File: src/mandelbrot_escape_time_unit_assert.svh
// Assertion macros for the escape-time unit.
`ifndef MANDELBROT_ESCAPE_TIME_UNIT_ASSERT_SVH
`define MANDELBROT_ESCAPE_TIME_UNIT_ASSERT_SVH

// same-cycle implication
`define MBROT_ASSERT_NOW(label, clk, rst_n, ante, cons) \
    label: assert property (@(posedge clk) disable iff (!rst_n) (ante) |-> (cons)) \
        else $error("mbrot: same-cycle check failed");

// next-cycle implication
`define MBROT_ASSERT_NEXT(label, clk, rst_n, ante, cons) \
    label: assert property (@(posedge clk) disable iff (!rst_n) (ante) |=> (cons)) \
        else $error("mbrot: next-cycle check failed");

`endif

File: src/mbrot_pkg.sv
`default_nettype none

package mbrot_pkg;

    localparam int WORD_WIDTH_DEF = 32;
    localparam int FRAC_BITS_DEF  = 28;
    localparam int ITER_BITS_DEF  = 16;

    localparam int COORD_W   = 12;
    localparam int ITER_W    = 16;
    localparam int CFG_W     = 32;
    localparam int CFG_IDX_W = 3;

    localparam logic [CFG_IDX_W-1:0] CFG_X_START  = 3'd0;
    localparam logic [CFG_IDX_W-1:0] CFG_Y_START  = 3'd1;
    localparam logic [CFG_IDX_W-1:0] CFG_X_STEP   = 3'd2;
    localparam logic [CFG_IDX_W-1:0] CFG_Y_STEP   = 3'd3;
    localparam logic [CFG_IDX_W-1:0] CFG_MAX_ITER = 3'd4;

    localparam logic signed [CFG_W-1:0] X_START_RST = -32'sd536870912;
    localparam logic signed [CFG_W-1:0] Y_START_RST = -32'sd300647710;
    localparam logic signed [CFG_W-1:0] X_STEP_RST  = 32'sd647501;
    localparam logic signed [CFG_W-1:0] Y_STEP_RST  = 32'sd587203;
    localparam logic [ITER_W-1:0]       MAX_ITER_RST = 16'd1000;

    typedef struct packed {
        logic [COORD_W-1:0] col;
        logic [COORD_W-1:0] row;
    } mbrot_in_t;

    typedef struct packed {
        logic [ITER_W-1:0] iterations;
        logic              inside_res;
    } mbrot_out_t;

endpackage

`default_nettype wire

File: src/mbrot_mul.sv
`default_nettype none

module mbrot_mul
    import mbrot_pkg::*;
#(
    parameter int WORD_WIDTH = WORD_WIDTH_DEF,
    parameter int FRAC_BITS  = FRAC_BITS_DEF
)
(
    input  wire logic                         clk,
    input  wire logic                         en,
    input  wire logic signed [WORD_WIDTH-1:0] a,
    input  wire logic signed [WORD_WIDTH-1:0] b,
    output logic signed [WORD_WIDTH-1:0]      prod_sh,
    output logic signed [WORD_WIDTH-1:0]      prod_sh2
);

    localparam int PW = 2 * WORD_WIDTH;
    localparam logic signed [WORD_WIDTH-1:0] WMAX = {1'b0, {(WORD_WIDTH-1){1'b1}}};
    localparam logic signed [WORD_WIDTH-1:0] WMIN = {1'b1, {(WORD_WIDTH-1){1'b0}}};

    logic signed [PW-1:0] prod_reg;
    logic signed [PW-1:0] sh_f;
    logic signed [PW-1:0] sh_f1;

    function automatic logic signed [WORD_WIDTH-1:0] sat_w(input logic signed [PW-1:0] v);
        logic fits;
        fits = (&v[PW-1:WORD_WIDTH-1]) || (~|v[PW-1:WORD_WIDTH-1]);
        if (fits)
        begin
            sat_w = v[WORD_WIDTH-1:0];
        end
        else
        begin
            sat_w = v[PW-1] ? WMIN : WMAX;
        end
    endfunction

    always_ff @(posedge clk)
    begin
        if (en)
        begin
            prod_reg <= a * b;
        end
    end

    // floor shifts: by FRAC_BITS, and by FRAC_BITS-1 for the doubled cross term
    assign sh_f     = prod_reg >>> FRAC_BITS;
    assign sh_f1    = prod_reg >>> (FRAC_BITS - 1);
    assign prod_sh  = sat_w(sh_f);
    assign prod_sh2 = sat_w(sh_f1);

endmodule

`default_nettype wire

File: config.mk
export PLATFORM = sky130hd
export DESIGN_NAME = mbrot_mul
export DESIGN_NICKNAME = d
export VERILOG_FILES = /design/src/mandelbrot_escape_time_unit_assert.svh /design/src/mbrot_pkg.sv /design/src/mbrot_mul.sv
export SDC_FILE = /design/constraint.sdc
export NUM_CORES = 2
export LEC_CHECK = 0
export BUFFER_PORTS_ARGS = -buffer_cell sky130_fd_sc_hd__buf_2
export CORE_ASPECT_RATIO = 0.8
export CORE_UTILIZATION = 40
export DETAILED_ROUTE_END_ITERATION = 12
export GPL_ROUTABILITY_DRIVEN = 1
export PLACE_DENSITY = 0.59
export SYNTH_ARGS = -nofsm -noshare
export SYNTH_HDL_FRONTEND = slang
export SYNTH_SLANG_ARGS = --single-unit
File: constraint.sdc
create_clock -name clk -period 12.5 [get_ports clk]
set_clock_uncertainty 0.1 [all_clocks]
set_input_delay 0 -clock clk [delete_from_list [all_inputs] [get_ports clk]]
set_output_delay 0 -clock clk [all_outputs]
set_load 0.01 [all_outputs]
# Word level (Yosys, flattened, before mapping)

Index checks and enable logic that the tools add are counted.

Bits in registers: 64
Word-level logic and storage cells: 13

Multiply operators: 1
Multiplexer cells: 3
Reductions and logical operators: 8

Operators by type and width:

| cell               | number |
|---|---|
| $mux W32           | 3 |
| $mul A32 B32 Y64   | 1 |
| $reduce_and A6 Y1  | 1 |
| $reduce_or A6 Y1   | 1 |
| $reduce_and A5 Y1  | 1 |
| $reduce_or A5 Y1   | 1 |
| $logic_not A1 Y1   | 2 |
| $logic_or A1 B1 Y1 | 2 |

# Logic depth before layout (Yosys ltp)

Word-level depth: 4
Mapped depth: 29

# Worst setup path after synthesis

OpenSTA, ideal clock, no wires.

Path kind: input to register
Start: input port a[31]
End: register prod_reg[62], data pin
Library setup time: 266 ps
Arrival time: 7254 ps
Data required time: 12134 ps
Slack: 4880 ps
Stages: 25
Path buffers: 2
Cell sequence: clkbuf_1 > nand2_1 > inv_1 > fa_1 > inv_1 > fa_1 > inv_1 > fa_1 > fa_1 > inv_1 > fa_1 > inv_1 > fa_1 > inv_1 > fa_1 > fa_1 > inv_1 > ha_1 > clkbuf_1 > nand2_1 > nor4_2 > a211o_2 > a31oi_4 > o2111ai_1 > or3b_1

Cells in the longest elaborated chain, start to end: 1

Ends and longest elaborated chain:

| what                 | line            | text |
|---|---|---|
| from (decl)          | mbrot_mul.sv:12 | `input wire logic signed [WORD_WIDTH-1:0] a,` |
| $mul A32 B32 Y64     | mbrot_mul.sv:43 | `prod_reg <= a * b;` |
| to (signal assigned) | mbrot_mul.sv:43 |  |
| to (decl)            | mbrot_mul.sv:22 | `logic signed [PW-1:0] prod_reg;` |

No other way between the ends.
A chain may end at the register's enable or synchronous reset.

# Worst setup path in the final report

Start: input port b[8]
End: register prod_reg[58], data pin

Cells in the longest elaborated chain, start to end: 1

Ends and longest elaborated chain:

| what             | line            | text |
|---|---|---|
| from (decl)      | mbrot_mul.sv:13 | `input wire logic signed [WORD_WIDTH-1:0] b,` |
| $mul A32 B32 Y64 | mbrot_mul.sv:43 |  |

No other way between the ends.

==> out/results.txt <==
Status - completed
Avg Inst Size Synth - 9.43 um^2
First-pass GRT wire length - 170000 um
Layout area overhead - 5.13%
Max reg flops - 37
Worst setup path category - in -> reg
Clock Path Buffers - 2
H-tree levels - 2
DRT iter0 DRCs - 1939
Final max-slew violation count - 0
Synth Instances - 3975
GR Util All Layers - 0.236
Hold_buf cts - 0
CP Data Required Time - 12430 ps
Warning count from the yosys run - 0
Yosys cell types - 70
CTS clk-pin slew, worst paths - 60 ps
Postcts setup bufs - 0
CTS Buf Count - 5
CP max FO - 32
Main synth FF type - edfxtp_1
Routed len/inst - 20.7 um
Vias per std cell - 5.05
Synthesized flop and latch total - 37
Core Footprint - 93000 um^2
# rows - 100
Final setup viols - 0
Die Wd - 344 um
Setup TNS - 0 ps
Slew headroom - 0.174
Die area - 94900 um^2
Largest net degree at the start of global routing - 38
Pre-antenna DRT Iters - 6
Port bufs - 129
Setup crit start - b[8]
Synth area leader - fa_1
Minimum clock period - 8650 ps
CTS sink count - 37
Post-cts repair resize count - 0
Final hold vios - 0
Layout cells sized above 1 - 0.0535
EDFF count, synth - 37
Post-DP HPWL - 81900 um
Fillers - 9268
Most frequent cell after synthesis - fa_1
Total global routing overflow - 0
Worst path arrival time - 8570 ps
I/O Pins - 130
# Max-Cap Violations - 0
Post-Syn Area - 37500 um^2
CTS tree - done
Hold Path Class - in -> reg
Post-synth ARST share - 0
Most frequent cells after synthesis - fa_1, inv_1, nand2_1
Synth top area cells - fa_1, inv_1, and2_1
Top cell type's share of synthesized area - 0.577
Root Driver - clkbuf_16
Initial antenna violation count - 6
Post-detailed-routing wire length - 107000 um
Post-Syn Nets - 5302
Hold path start - en
RSZ-0062 raised after global routing - false
Vias in the first global route - 28531
Initial Util - 0.403
Crit share post-route - 0.692
Fmax - 116 MHz
Antenna-violating nets left - 0
Post-synthesis sequential area ratio - 0.0296
GPL Wtd Cong - 0.923
CP endpoint kind - flip-flop
Measured slew at the worst slew-check pin - 1240 ps
# DRC - 0
Worst setup SP type - input pin
DR vias - 26092
Die H - 276 um
Final net count - 5269
-- critical path, stage by stage --
cell      delay (ps)
buf_2            750
nand2_1          310
fa_1             720
fa_1            1070
fa_1             580
fa_1             530
inv_1             60
fa_1             530
fa_1             430
fa_1             520
inv_1             60
fa_1             500
inv_1             40
ha_1             390
a21o_1           220
a21oi_1          360
o311a_1          320
and3_1           290
a311oi_2         110
a31oi_1          310
a211oi_1         110
a311o_1          330
-- layer usage --
layer  wire length, um  up-vias  GRT usage  share of wire
met2             48000      871      0.374           0.45
met5                 0        -          0              0
li1                  -    11262          -              -
met4              1600        0     0.0314          0.015
met1             49400    13888      0.351           0.46
met3              7780       71     0.0341          0.073
-- path summary, 6_finish.rpt --
path / end / depth (start not counted)
worst max-delay path: prod_reg[58] / 22
worst min-delay path: prod_reg[35] / 1
-- cell families after synthesis --
logic type               count (synthesis)  share of synthesized area
AO/OA/AOI/OAI                          237                     0.0425
XOR/XNOR                                51                     0.0119
adder cells (fa/ha/maj)               1261                      0.638
buffers and inverters                 1214                      0.122
flip-flops                              37                     0.0296
multiplexers                             1                   0.000300
AND/OR/NAND/NOR                       1174                      0.156
-- cells in the final DEF, fill, tap and decap left out, types with 3 or more instances in the layout --
cell type,Yosys,layout
o21ai_1,3,3
a32oi_1,3,3
xnor2_1,35,35
and3_1,7,7
a21o_1,59,59
nand2_1,551,551
fa_1,1081,1081
nand3_1,12,12
inv_1,995,995
and4_1,4,4
edfxtp_1,37,37
xor2_1,16,16
ha_1,180,180
nor2_1,48,47
buf_2,1,129
a21oi_1,57,57
o211ai_1,9,9
nor3_1,7,7
o21bai_1,6,6
buf_4,0,49
nand4_1,5,5
o21ai_0,54,54
and2_1,512,512
clkbuf_16,0,5
o21a_1,11,11
a211oi_1,4,4
nand2b_1,8,8
-- final cells by class --
cell class / instances / area, um^2 / area share
tap: 1224 / 1530 / 0.0389
inverter: 996 / 3740 / 0.0949
multi-input combinational: 2724 / 31800 / 0.807
sequential: 37 / 1110 / 0.0282
timing repair buffer: 178 / 1010 / 0.0257
clock inverter: 3 / 68.8 / 0.00175
antenna: 1 / 2.50 / 0.0000635
clock buffer: 5 / 125 / 0.00318
-- metrics by stage --
stage | cells | hold slack [ps] | area (um^2) | setup slack [ps] | util
global route | 5167 | 332 | 39400 | 3480 | 0.424
global placement | 5159 | 434 | 39200 | 3680 | 0.422
finish | 5168 | 294 | 39400 | 3850 | 0.424
detailed placement | 5159 | 434 | 39200 | 3660 | 0.422
floorplan | 3975 | 12.5 | 37500 | 4880 | -
CTS | 5167 | 306 | 39400 | 3940 | 0.424
Power is left out: the tool's default activity adds up to more than one toggle a clock period on the data nets, which glitch-free logic cannot reach.
